`config.mk`:
```
export PLATFORM = sky130hd
export DESIGN_NAME = rsbv_wsel
export DESIGN_NICKNAME = d
export VERILOG_FILES = /design/src/hw/rtl/rsbv_pkg.sv /design/src/hw/rtl/rsbv_wsel.sv
export SDC_FILE = /design/constraint.sdc
export NUM_CORES = 1
export LEC_CHECK = 0
export BUFFER_PORTS_ARGS = -buffer_cell sky130_fd_sc_hd__buf_4
export CAP_MARGIN = 15
export CORE_MARGIN = 5
export CORE_UTILIZATION = 45
export DETAILED_ROUTE_END_ITERATION = 8
export PLACE_DENSITY = 0.7
export SETUP_SLACK_MARGIN = 0.15
export SYNTH_ARGS = -nofsm -noshare
export SYNTH_HDL_FRONTEND = slang
export SYNTH_SLANG_ARGS = --single-unit
```
`constraint.sdc`:
```
create_clock -name clk -period 5.5 [get_ports clk]
set_input_delay 1.1 -clock clk [delete_from_list [all_inputs] [get_ports clk]]
set_output_delay 1.1 -clock clk [all_outputs]
set_load 0.02 [all_outputs]
```
`src/hw/rtl/rsbv_pkg.sv`:
```
`default_nettype none
// ----------------------------------------------------------------------------
// rsbv_pkg
// Shared constants, request codes, types and bit-count helpers for the
// rank/select bit vector.
// ----------------------------------------------------------------------------
package rsbv_pkg;

	localparam int WORD_BITS     = 32;
	localparam int WORD_SHIFT    = 5;
	localparam int DEF_NUM_WORDS = 1024;
	localparam int ANS_W         = 16;
	localparam logic [7:0] BYTE_MASK = 8'hFF;

	// Request codes.
	localparam logic [2:0] REQ_APPEND  = 3'd0;
	localparam logic [2:0] REQ_READ    = 3'd1;
	localparam logic [2:0] REQ_RANK1   = 3'd2;
	localparam logic [2:0] REQ_RANK0   = 3'd3;
	localparam logic [2:0] REQ_SELECT1 = 3'd4;
	localparam logic [2:0] REQ_SELECT0 = 3'd5;
	localparam logic [2:0] REQ_CLEAR   = 3'd6;

	// Start of an in-word select and its result.
	typedef struct packed {
		logic        start;
		logic [31:0] word;
		logic [5:0]  k;
	} wsel_cmd_t;

	typedef struct packed {
		logic       done;
		logic [4:0] pos;
	} wsel_res_t;

	// Number of ones in one byte.
	function automatic logic [3:0] ones8(input logic [7:0] b);
		logic [3:0] n;
		n = 4'd0;
		for (int i = 0; i < 8; i++) begin
			n = n + 4'(b[i]);
		end
		return n;
	endfunction

	// Number of ones in one word.
	function automatic logic [5:0] ones32(input logic [31:0] w);
		logic [5:0] n;
		n = 6'd0;
		for (int i = 0; i < 4; i++) begin
			n = n + 6'(ones8(w[8*i +: 8] & BYTE_MASK));
		end
		return n;
	endfunction

endpackage
`default_nettype wire

```
`src/hw/rtl/rsbv_wsel.sv`:
```
`default_nettype none
// ----------------------------------------------------------------------------
// rsbv_wsel
// In-word select: finds the k-th one of a 32-bit word, one byte per cycle.
// ----------------------------------------------------------------------------
module rsbv_wsel
	import rsbv_pkg::*;
(
	input  wire logic      clk,
	input  wire logic      arst_n,
	input  wire wsel_cmd_t cmd,
	output wsel_res_t      res
);

	logic        busy_q;
	logic [1:0]  idx_q;
	logic [31:0] word_q;
	logic [5:0]  k_q;
	logic [7:0]  cur_byte;
	logic [3:0]  cur_cnt;
	logic        hit;
	logic [2:0]  hit_pos;
	logic [3:0]  run;
	logic        found;

	assign cur_byte = word_q[8*idx_q +: 8];
	assign cur_cnt  = ones8(cur_byte);
	assign hit      = busy_q && (k_q <= 6'(cur_cnt));

	// Position of the k-th one inside the current byte.
	always_comb begin
		run     = 4'd0;
		found   = 1'b0;
		hit_pos = 3'd0;
		for (int i = 0; i < 8; i++) begin
			run = run + 4'(cur_byte[i]);
			if (!found && cur_byte[i] && 6'(run) == k_q) begin
				found   = 1'b1;
				hit_pos = 3'(i);
			end
		end
	end

	// Step through the bytes until the count falls in one.
	always_ff @(posedge clk or negedge arst_n) begin
		if (!arst_n) begin
			busy_q <= 1'b0;
			idx_q  <= 2'd0;
		end else if (cmd.start) begin
			busy_q <= 1'b1;
			idx_q  <= 2'd0;
		end else if (hit) begin
			busy_q <= 1'b0;
		end else if (busy_q) begin
			idx_q <= idx_q + 2'd1;
		end
	end

	always_ff @(posedge clk) begin
		if (cmd.start) begin
			word_q <= cmd.word;
			k_q    <= cmd.k;
		end else if (busy_q && !hit) begin
			k_q <= k_q - 6'(cur_cnt);
		end
	end

	assign res.done = hit;
	assign res.pos  = {idx_q, hit_pos};

endmodule
`default_nettype wire

```
Word-level counts from Yosys, hierarchy flattened
Cells that the tools add are included.
{ "totals": {"reg_bits": 41, "input_bits": 41, "out_inout_bits": 6, "word_cells": 74} }
{ "classes": {"add_sub_neg": 9, "n_lt_le_gt_ge": 1, "eq_ne": 9, "shifts": 1, "mux": 21, "n_reduce_logical": 29} }
{ "op_table": {"columns": ["cell", "n"], "rows": [
  ["variable part select 32 x 6 -> 8 bit", 1],
  ["== test 4 x 6 -> 1 bit", 5],
  ["two-way mux 3 bit", 6],
  ["logical AND 1 bit", 17],
  ["adder 4 x 1 -> 4 bit", 4],
  ["two-way mux 6 bit", 2],
  ["two-way mux 1 bit", 10],
  ["logical NOT 1 bit", 8],
  ["== test 1 x 6 -> 1 bit", 1],
  ["== test 2 x 6 -> 1 bit", 1],
  ["== test 3 x 6 -> 1 bit", 1],
  ["less-or-equal comparator 6 x 4 -> 1 bit", 1],
  ["two-way mux 2 bit", 3],
  ["nonzero test 2 bit", 3],
  ["subtractor 6 x 4 -> 6 bit", 1],
  ["adder 3 x 1 -> 4 bit", 1],
  ["adder 2 x 1 -> 3 bit", 1],
  ["adder 1 x 1 -> 2 bit", 1],
  ["adder 2 x 1 -> 2 bit, second input constant", 1],
  ["!= test 2 bit, second input constant", 1],
  ["AND reduction 2 bit", 1]
]} }

Logic depth before layout (Yosys ltp)
Gate-level depths: netlist of the first run.
{ "depth": {"depth_word": 32, "mapped_depth": 19, "ltp_nobuf": 18} }

Worst setup path after synthesis of the first run
Ideal clock, no wire load.
{ "synth_timing": {"path_kind": "register to output", "startpoint": "register idx_q[0]", "endpoint": "output port res[0] (netlist name)", "t_arrival_ps": 5086, "t_required_ps": 4400, "setup_slack_ps": -686, "stages_incl_launch_ff": 20, "n_path_buf": 1, "path_cell_list": "dfrtp_1 buf_6 mux4_2 inv_1 fa_1 inv_1 ha_1 fa_1 ha_1 ha_1 xor3_1 nand3_2 xnor3_1 xnor2_1 ha_1 and4_1 and3_1 a31o_2 a22oi_1 a31oi_1"} }
{ "synth_lines": {"columns": ["item", "line_no", "rtl"], "rows": [
  ["start: declaration", "rsbv_wsel.sv:16", "logic [1:0] idx_q;"],
  ["start signal: assignment", "rsbv_wsel.sv:55", "idx_q <= idx_q + 2'd1;"],
  ["end: declaration", "rsbv_wsel.sv:12", "output wsel_res_t res"]
]} }

==> flow_summary.toml, run 1 <==
[setup_path]
crit_arrival_ns = 4.89
worstPathRequired_ns = 4.40
critPathMaxStageDelay_ns = 0.55
critPathMostFrequentCell = "ha_4"
cp-end-kind = "output port"
regToRegEndpoint = "k_q[5]$_DFFE_PP_"
worstPathMaxFanout = 6
startpoint = "idx_q[0]$_DFFE_PN0P_"
crit_type = "reg -> out"
r2r_setup_slack_ns = 0.41
crit_end = "res[0]"
startpoint_type = "flip-flop"
critical_path.slowest_cell = "mux4_2"
reg2regPathDepth = 20
path_cells = "mux4_2 > inv_2 > fa_1 > inv_1 > ha_2 > fa_2 > ha_4 > ha_4 > xor3_2 > nand3_2 > xnor3_1 > xnor2_1 > ha_1 > and4_4 > and3_4 > a31o_4 > a22oi_2 > a31oi_4 > buf_6"
r2r_start = "idx_q[0]$_DFFE_PN0P_"

[status]
violations = "setup timing"
status = "finished, violations left"

[logic_synthesis]
muxShareOfSynthArea = 0.08647
synth_top_family_by_area = "XOR/XNOR gates"
synthCells = 177
synthAdderAreaFrac = 0.1058
synth_xor_xnor_area_share = 0.1404
synth_edf_count = 38
ys_seq_area_frac = 0.4944
synth-simple-area-share = 0.08952
synthesis.area_um2 = 2460
synth_top_flop_cell = "edfxtp_1"
syn_area_per_cell_um2 = 13.90
syn-num-nets = 237
yosysWarningCount = 0
synth_compound_area_frac = 0.04985
yosysUniqueCellTypes = 37
synth.ff_latch_count = 41
async_flop_share = 0.07317

[global_route]
gr-usage-all-layers = 0.1491
grt_pass1_vias = 1780
grt_overflow = 0
antenna_found_initial = 0
grt_pass1_wl_um = 8438
grt_start_max_net_pins = 47

[cells_and_area]
fillers = 413
diodes = 0
instances_no_fill = 340
layout-drive-gt1-share = 0.5037
syn_to_final_growth_pct = 39.67
fin_nets = 327
layout_common_cells = "buf_4, edfxtp_1, xnor2_1"
layout_commonest_cell = "buf_4"

[job]
cap_violations = 0

[timing]
max_slew.worst_pin.slew_ns = 0.9085
finClkSkew_ns = 0.004356
finalCriticalPeriod_ns = 5.988
slew_viol_final = 0
fin_crit_sh = 1.089
rsz0062_at_grt = "yes"
setup_ws_ns = -0.4880
relSlewSlack = 0.3887
hold_viol_final = 0
fmax_ghz = 0.1670
setup_violations = 4

[floorplan]
core_area_um2 = 5405
die_area_um2 = 7045
die_w_um = 83.94
rows = 27
io_pins = 47
initial_core_util = 0.4551
die_h_um = 83.94

[clock_tree]
cts_root_buffer = "clkbuf_8"
cts_tree = "built"
cts_made_buffers = 5
insertion_delay_ns = 0.29
clk_pin_slew_ns = 0.08
clockBufferDepth = 2
cts_sinks = 41
htree_levels = 2
cts_hold_buf = 0

[detailed_routing]
wirelength_um = 5016
drc = 0
drtAntennaViolNets = 0
drt_pass1_iterations = 4
drt_iter0_markers = 60
viasPerCell = 4.956
num_vias = 1685
wl_per_cell_um = 14.75

[place]
hpwl_um = 3963
place.gp.congestion = 0.7986
dpl.cell_count = 323
io_buffer_count = 46

[min_path]
hold_path.class = "in -> async"
==> timing repair <==
action / CTS / global route
pin swaps: 14 / 6
endpoints found under the setup margin: 4 / 4
gates resized for setup: 11 / 8
setup buffers: 5 / 4
endpoints found under the hold margin: 0 / 0
==> cell families after synthesis <==
family / after synthesis
mux: 11
buf+inv: 16
compound gates: 20
flops: 41
simple gates: 37
xor+xnor: 33
fa+ha+maj: 19
==> sequential cells by signal, indices dropped and copies added (netlist names) <==
signal  count
busy_q      1
word_q     32
idx_q       2
k_q         6
==> cell type report <==
| type | instances | area [um^2] | area share |
|---|---|---|---|
| multi-input cells | 120 | 1320 | 0.3842 |
| flip-flops and latches | 41 | 1217 | 0.3543 |
| repair buffers | 90 | 686.9 | 0.1999 |
| well taps | 72 | 90.09 | 0.02622 |
| clock buffers | 6 | 72.57 | 0.02112 |
| inverters | 9 | 33.78 | 0.009832 |
| clock inverters | 2 | 15.01 | 0.004370 |
==> critical path: cells and delay by family, from the launching register on <==
kind / cells / cell delay (ns)
AO/OA/AOI/OAI: 3 / 0.40
XOR/XNOR: 3 / 0.72
adder cells (fa/ha/maj): 6 / 1.80
buffers and inverters: 3 / 0.30
flip-flops: 1 / 0.44
multiplexers: 1 / 0.55
AND/OR/NAND/NOR: 3 / 0.41
==> per-layer routing <==
layer	wire [um]	part of all wire	vias up	GRT usage
li1	-	-	836	-
met1	2198	0.44	802	0.1840
met2	2520	0.50	40	0.2625
met3	260	0.052	7	0.03949
met4	36	0.0072	0	0.03070
met5	0	0	-	0
==> cells in the mapped netlist (all sizes together), types with 2 or more instances <==
cell / instances / area share
mux2: 2 / 0.0092
xnor2: 20 / 0.071
mux4: 8 / 0.073
inv: 9 / 0.014
nand3b: 2 / 0.0061
a21o: 3 / 0.0092
edfxtp: 38 / 0.46
and4: 5 / 0.018
nand3: 9 / 0.020
a31oi: 3 / 0.0076
and3: 2 / 0.0051
o21ai: 7 / 0.014
fa: 3 / 0.024
a21oi: 3 / 0.0061
nor2: 5 / 0.0076
nor3b: 2 / 0.0081
nand2: 7 / 0.011
nand2b: 3 / 0.0076
buf: 6 / 0.018
dfrtp: 3 / 0.031
xor2: 9 / 0.032
xnor3: 3 / 0.027
ha: 16 / 0.081
==> through the flow <==
step,hold slack [ns],util,setup slack [ns],instance area [um^2],TNS [ns]
5_1_grt,0.5712,0.6356,-0.7123,3436,-2.733
3_5_place_dp,0.5737,0.5887,-0.4022,3182,-1.264
4_1_cts,0.5796,0.6238,-0.5160,3372,-1.822
6_report,0.5835,0.6356,-0.4880,3436,-1.868
2_1_floorplan,0.5275,-,-0.3754,2536,-1.181
3_3_place_gp,0.5512,0.5887,-0.3046,3182,-0.9532
==> how the worst min path moves through the flow <==
stage / from / to / slack (ns) / cells past startpoint
floorplan: busy_q$_DFFE_PN0P_ / busy_q$_DFFE_PN0P_ / 0.53 / 2
global placement: busy_q$_DFFE_PN0P_ / busy_q$_DFFE_PN0P_ / 0.55 / 2
detailed placement: busy_q$_DFFE_PN0P_ / busy_q$_DFFE_PN0P_ / 0.57 / 2
CTS: arst_n / idx_q[0]$_DFFE_PN0P_ / 0.58 / 1
global route: arst_n / idx_q[0]$_DFFE_PN0P_ / 0.57 / 1
finish: arst_n / busy_q$_DFFE_PN0P_ / 0.58 / 1
Power of run 1 is not shown: default switching activity piles up to over one toggle a cycle in this logic, so the estimate is an artifact.
==> inputs of run 2 (changes only) <==
--- a/config.mk
+++ b/config.mk
@@ -9,8 +9,9 @@
 export CAP_MARGIN = 15
 export CORE_MARGIN = 5
 export CORE_UTILIZATION = 45
+export CTS_BUF_LIST = sky130_fd_sc_hd__clkbuf_4 sky130_fd_sc_hd__clkbuf_8
 export DETAILED_ROUTE_END_ITERATION = 8
-export PLACE_DENSITY = 0.7
+export PLACE_DENSITY = 0.67
 export SETUP_SLACK_MARGIN = 0.15
 export SYNTH_ARGS = -nofsm -noshare
 export SYNTH_HDL_FRONTEND = slang
==> constraint.sdc (replaced) <==
create_clock -name clk -period 5.68 [get_ports clk]
set_input_delay 1.136 -clock clk [delete_from_list [all_inputs] [get_ports clk]]
set_output_delay 1.136 -clock clk [all_outputs]
set_load 0.02 [all_outputs]
==> run 2 against run 1 <==
The run still ends with setup timing left. First-iteration DRC count grew 30%. Clock skew is 0.0022 ns lower. Routed wire length down 1.6%. Non-clock buffer count fell by 3. Critical path type unchanged.
==> flow_summary.toml, run 2 (synthesized netlist as in run 1, its figures left out) <==
[cells_and_area]
fillers = 435
syn_to_final_growth_pct = 37.64
largest_register = "word_q"
layout_common_cells = "buf_4, edfxtp_1, xnor2_1"
final_util = 0.6264
reg.largest.list = "word_q x32, k_q x6, idx_q x2"
layout-drive-gt1-share = 0.4868
largest_reg_flops = 32
diodes = 0
seqCellArea_um2 = 1217
fin_nets = 324
multi_input_area_um2 = 1285
layout_commonest_cell = "buf_4"

[detailed_routing]
wirelength_um = 4934
drc = 0
drt_pass1_iterations = 4
drtAntennaViolNets = 0
num_vias = 1682
wl_per_cell_um = 14.64
viasPerCell = 4.991
drt_iter0_markers = 78

[status]
status = "finished, violations left"
violations = "setup timing"

[min_path]
hold_start = "busy_q$_DFFE_PN0P_"
min_to = "busy_q$_DFFE_PN0P_"
hold_path_depth = 2
hold_path.class = "reg -> reg"

[floorplan]
initial_core_util = 0.4551
die_w_um = 83.94
rows = 27
die_area_um2 = 7045
die_h_um = 83.94
core_area_um2 = 5405
io_pins = 47

[setup_path]
path_cells = "mux4_2 > inv_2 > fa_1 > inv_1 > ha_2 > fa_2 > ha_4 > ha_4 > xor3_2 > xor2_2 > buf_4 > xnor2_2 > ha_1 > and4_1 > and3_4 > a31o_4 > a22oi_2 > a31oi_4 > buf_6"
cp-end-kind = "output port"
path_buf_inv = 4
crit_type = "reg -> out"
critical_path.slowest_cell = "mux4_2"
regToRegEndpoint = "k_q[4]$_DFFE_PP_"
worstPathRequired_ns = 4.54
r2r_start = "idx_q[0]$_DFFE_PN0P_"
critPathTopFamily = "adder cells"
reg2regPathDepth = 20
crit_arrival_ns = 4.88
worstPathMaxFanout = 5
critPathMostFrequentCell = "ha_4"
startpoint_type = "flip-flop"
r2r_setup_slack_ns = 0.63
critPathMaxStageDelay_ns = 0.55

[timing]
rsz0062_at_grt = "yes"
slew_viol_final = 0
setup_ws_ns = -0.3326
finalCriticalPeriod_ns = 6.013
fmax_ghz = 0.1663
fin_crit_sh = 1.059
finClkSkew_ns = 0.002181
hold_viol_final = 0
setup_violations = 4
tns_ns = -1.153
max_slew.worst_pin.slew_ns = 0.9327
relSlewSlack = 0.3725

[clock_tree]
cts_hold_buf = 0
cts_root_buffer = "clkbuf_8"
clk_pin_slew_ns = 0.08
cts_sinks = 41
cts_tree = "built"
insertion_delay_ns = 0.29
cts_made_buffers = 5
htree_levels = 2
clockBufferDepth = 2

[global_route]
gr-usage-all-layers = 0.1503
grt_pass1_vias = 1824
grt_overflow = 0
grt_pass1_wl_um = 8452
antenna_found_initial = 0
grt_start_max_net_pins = 47

[place]
io_buffer_count = 46
hpwl_um = 3842
place.gp.congestion = 0.8375

[job]
cap_violations = 0
==> run 2: cell count changes in the layout (fill, tap and decap cells not counted), sizes merged <==
cell / previous run / this run
buf: 90 / 87
==> run 2: metal layers <==
metal / routed length (um) / GRT usage / share of wire
met1: 2154 / 0.1915 / 0.44
met4: 71 / 0.04971 / 0.014
met3: 298 / 0.04640 / 0.060
met2: 2410 / 0.2437 / 0.49
met5: 0 / 0 / 0
==> run 2: how the worst max path moves through the flow <==
stage                    startpoint     end  slack, ns  depth (start not counted)
2_1_floorplan  idx_q[0]$_DFFE_PN0P_  res[0]      -0.23                         19
3_3_place_gp   idx_q[0]$_DFFE_PN0P_  res[0]      -0.15                         19
3_5_place_dp   idx_q[0]$_DFFE_PN0P_  res[0]      -0.27                         19
4_1_cts        idx_q[0]$_DFFE_PN0P_  res[0]      -0.34                         19
5_1_grt        idx_q[0]$_DFFE_PN0P_  res[0]      -0.56                         19
6_report       idx_q[0]$_DFFE_PN0P_  res[0]      -0.33                         19
==> run 2: layout make-up <==
cell class	instances	area share
Clock buffer	6	0.02254
Inverter	9	0.009978
Sequential cell	41	0.3596
Timing Repair Buffer	87	0.1973
Multi-Input combinational cell	120	0.3795
Clock inverter	2	0.004435
Tap cell	72	0.02661
==> run 2: through the flow <==
stage / hold slack [ns] / cells / instance area, um^2 / setup WS [ns]
floorplan: 0.5275 / 177 / 2536 / -0.2314
detailed placement: 0.5680 / 318 / 3144 / -0.2727
global route: 0.6048 / 337 / 3386 / -0.5588
finish: 0.5820 / 337 / 3386 / -0.3326
global placement: 0.5522 / 318 / 3144 / -0.1533
CTS: 0.5859 / 333 / 3329 / -0.3429
==> run 2: what timing repair did <==
item | CTS | global route
endpoints found under the hold margin | 0 | 0
buffers inserted | 7 | 4
setup endpoints to repair | 4 | 4
pin swaps | 10 | 5
gates resized for setup | 9 | 6
==> run 2: worst reg2reg max path: stages, from the launching register on <==
cell      delay (ns)
dfrtp_2         0.44
mux4_2          0.55
inv_2           0.07
fa_1            0.42
inv_1           0.08
ha_2            0.19
fa_2            0.47
ha_4            0.30
ha_4            0.13
xor3_2          0.30
xor2_2          0.17
buf_4           0.14
xnor2_2         0.12
ha_1            0.31
buf_6           0.13
a21o_1          0.16
a21oi_2         0.19
o21ai_2         0.11
buf_4           0.17
nand2_1         0.11
nand2b_1        0.21
Power of run 2 is left out for the same reason.
==> inputs of run 3 (changes only) <==
--- a/config.mk
+++ b/config.mk
@@ -5,13 +5,13 @@
 export SDC_FILE = /design/constraint.sdc
 export NUM_CORES = 1
 export LEC_CHECK = 0
+export ABC_AREA = 1
 export BUFFER_PORTS_ARGS = -buffer_cell sky130_fd_sc_hd__buf_4
-export CAP_MARGIN = 15
 export CORE_MARGIN = 5
 export CORE_UTILIZATION = 45
 export CTS_BUF_LIST = sky130_fd_sc_hd__clkbuf_4 sky130_fd_sc_hd__clkbuf_8
 export DETAILED_ROUTE_END_ITERATION = 8
-export PLACE_DENSITY = 0.67
+export PLACE_DENSITY = 0.66
 export SETUP_SLACK_MARGIN = 0.15
 export SYNTH_ARGS = -nofsm -noshare
 export SYNTH_HDL_FRONTEND = slang
==> run 3 against run 2 <==
The flow still finishes with violations (setup timing). Global-route usage is 1.9 points higher. Die area is 11% higher. Synthesized cell count is 86% higher. Critical path depth is 3 higher. Non-clock buffer count is 19 lower. Largest cell class unchanged.
==> flow_summary.toml, run 3 <==
[setup_path]
startpoint = "idx_q[0]$_DFFE_PN0P_"
path_cells = "buf_6 > nor2_2 > nor2_1 > o21ai_1 > nand2_2 > inv_2 > fa_1 > inv_1 > ha_2 > fa_2 > ha_4 > ha_4 > ha_4 > nand4_1 > xor2_1 > ha_1 > a21oi_1 > o21ai_2 > o21ai_1 > inv_1 > nor2_1 > buf_4"
crit_end = "res[5]"
critical_path.slowest_cell = "fa_2"
reg2regPathDepth = 22
crit_type = "reg -> out"
crit_arrival_ns = 4.69
critPathTopFamily = "adder cells"
regToRegEndpoint = "k_q[5]$_DFFE_PP_"
worstPathMaxFanout = 4
path_buf_inv = 5
critPathMostFrequentCell = "ha_4"
worstPathRequired_ns = 4.54
r2r_setup_slack_ns = 0.84
r2r_start = "idx_q[0]$_DFFE_PN0P_"
critPathMaxStageDelay_ns = 0.57
startpoint_type = "flip-flop"
cp-end-kind = "output port"
cp_num_cells = 22

[logic_synthesis]
yosysUniqueCellTypes = 40
yosys.area.top_type = "edfxtp_1"
synthMostInstantiatedCell = "nand2_1"
synth_top_area_frac = 0.4119
syn-num-nets = 389
syn_area_per_cell_um2 = 8.420
async_flop_share = 0.07317
yosysWarningCount = 0
synth.ff_latch_count = 41
synth_edf_count = 38
synthCells = 329
ys_top_cells_by_area = "edfxtp_1, nand2_1, ha_1, nand3_1, inv_1"
synthesis.area_um2 = 2770
synth_top_flop_cell = "edfxtp_1"
synthTopCellsByCount = "nand2_1, edfxtp_1, inv_1"
ys_seq_area_frac = 0.4390

[cells_and_area]
largest_reg_flops = 32
diodes = 0
reg.largest.list = "word_q x32, k_q x6, idx_q x2"
layout_common_cells = "nand2_1, buf_4, edfxtp_1"
syn_to_final_growth_pct = 28.77
layout-drive-gt1-share = 0.3232
largest_register = "word_q"
layout_commonest_cell = "nand2_1"
fin_nets = 455

[detailed_routing]
drt_pass1_iterations = 4
drtAntennaViolNets = 0
num_vias = 2327
wirelength_um = 6234
drt_iter0_markers = 114
wl_per_cell_um = 13.24
drc = 0
dr_wl_met2_um = 3115
wl_met1_um = 2818
wl_met3_um = 220
topRoutingLayerUsed = "met4"
viasPerCell = 4.941

[clock_tree]
insertion_delay_ns = 0.29
htree_levels = 2
cts_sinks = 41
clk_pin_slew_ns = 0.08
cts_root_buffer = "clkbuf_8"
cts_made_buffers = 5
clockBufferDepth = 2
cts_tree = "built"
cts_hold_buf = 0

[timing]
max_slew.worst_pin.slew_ns = 0.4825
fmax_ghz = 0.1716
finalCriticalPeriod_ns = 5.827
relSlewSlack = 0.6783
setup_violations = 4
rsz0062_at_grt = "yes"
slew_viol_final = 0
hold_viol_final = 0
fin_crit_sh = 1.026
setup_ws_ns = -0.1473
finClkSkew_ns = 0.003568

[global_route]
grt_start_max_net_pins = 41
grt_pass1_vias = 2359
grt_overflow = 0
grt_pass1_wl_um = 10400
gr-usage-all-layers = 0.1695
antenna_found_initial = 0

[floorplan]
rows = 28
die_w_um = 88.46
io_pins = 47
core_area_um2 = 5956
die_h_um = 88.46
die_area_um2 = 7825
initial_core_util = 0.4651

[status]
violations = "setup timing"
status = "finished, violations left"

[place]
dp_slack_ns = 0.005232
hpwl_um = 4676
place.gp.congestion = 0.9016
io_buffer_count = 46

[job]
cap_violations = 0

[min_path]
hold_path.class = "in -> async"
==> run 3: cell types whose count changed in the layout (fill, tap and decap cells not counted), moves of 7 or more <==
cell     change
buf_4       -20
inv_1       +27
mux4_2       -8
nand2_1     +80
nand2_2      +9
nand3_1     +15
nand3_2      +7
nor2_1      +27
xnor2_1     -15
==> run 3: area by class of cell <==
class / count / area, um^2
clock inverter: 2 / 15.01
multi-input combinational: 238 / 1475
tap: 75 / 93.84
timing repair buffer: 68 / 529.3
clock buffer: 6 / 76.32
fill: 515 / 2389
inverter: 41 / 158.9
sequential: 41 / 1219
==> run 3: kinds of logic after synthesis <==
group,share of synthesized area
DFF,0.4390
and+or+nand+nor,0.3008
xor gates and xnor gates,0.02529
AOI/OAI and AO/OA,0.05692
adders and majority gates,0.09395
buffers and inverters,0.08400
==> run 3: routing by layer <==
layer / up-vias / GRT usage
met2: 52 / 0.2882
met5: - / 0
li1: 1209 / -
met3: 6 / 0.02980
met1: 1060 / 0.2210
met4: 0 / 0.05082
==> run 3: worst min-delay path by stage <==
stage                            start                   end
floorplan           busy_q$_DFFE_PN0P_    busy_q$_DFFE_PN0P_
global placement    busy_q$_DFFE_PN0P_    busy_q$_DFFE_PN0P_
detailed placement  busy_q$_DFFE_PN0P_    busy_q$_DFFE_PN0P_
CTS                             arst_n  idx_q[0]$_DFFE_PN0P_
global route                    arst_n  idx_q[0]$_DFFE_PN0P_
finish                          arst_n  idx_q[0]$_DFFE_PN0P_
==> run 3: worst reg2reg max path, stage by stage (launching register included) <==
cell and delay (ns):
dfrtp_2 0.44, buf_6 0.13, nor2_2 0.04, nor2_1 0.07, o21ai_1 0.08, nand2_2 0.08, inv_2 0.04, fa_1 0.51
inv_1 0.06, ha_2 0.20, fa_2 0.57, ha_4 0.22, ha_4 0.29, ha_4 0.21, ha_4 0.16, xor2_1 0.15
ha_1 0.32, buf_4 0.14, buf_4 0.13, a21o_1 0.16, o21ai_0 0.32, nand3_1 0.15, a31oi_1 0.22
==> run 3: through the flow <==
step	cell area [um^2]	setup TNS, ns	util	hold slack (ns)	instances
floorplan	2816	0	-	0.6016	329
global placement	3216	0	0.5399	0.6376	446
detailed placement	3216	0	0.5399	0.6422	446
CTS	3466	-0.4412	0.5819	0.6112	467
global route	3567	-1.393	0.5990	0.6093	471
finish	3567	-0.3437	0.5990	0.6251	471
==> run 3: timing repair <==
action                                  CTS  global route
pin swaps                                15            12
setup buffers                            13             4
endpoints found under the setup margin    4             4
gates resized for setup                  18            19
Power of run 3 is left out for the same reason.
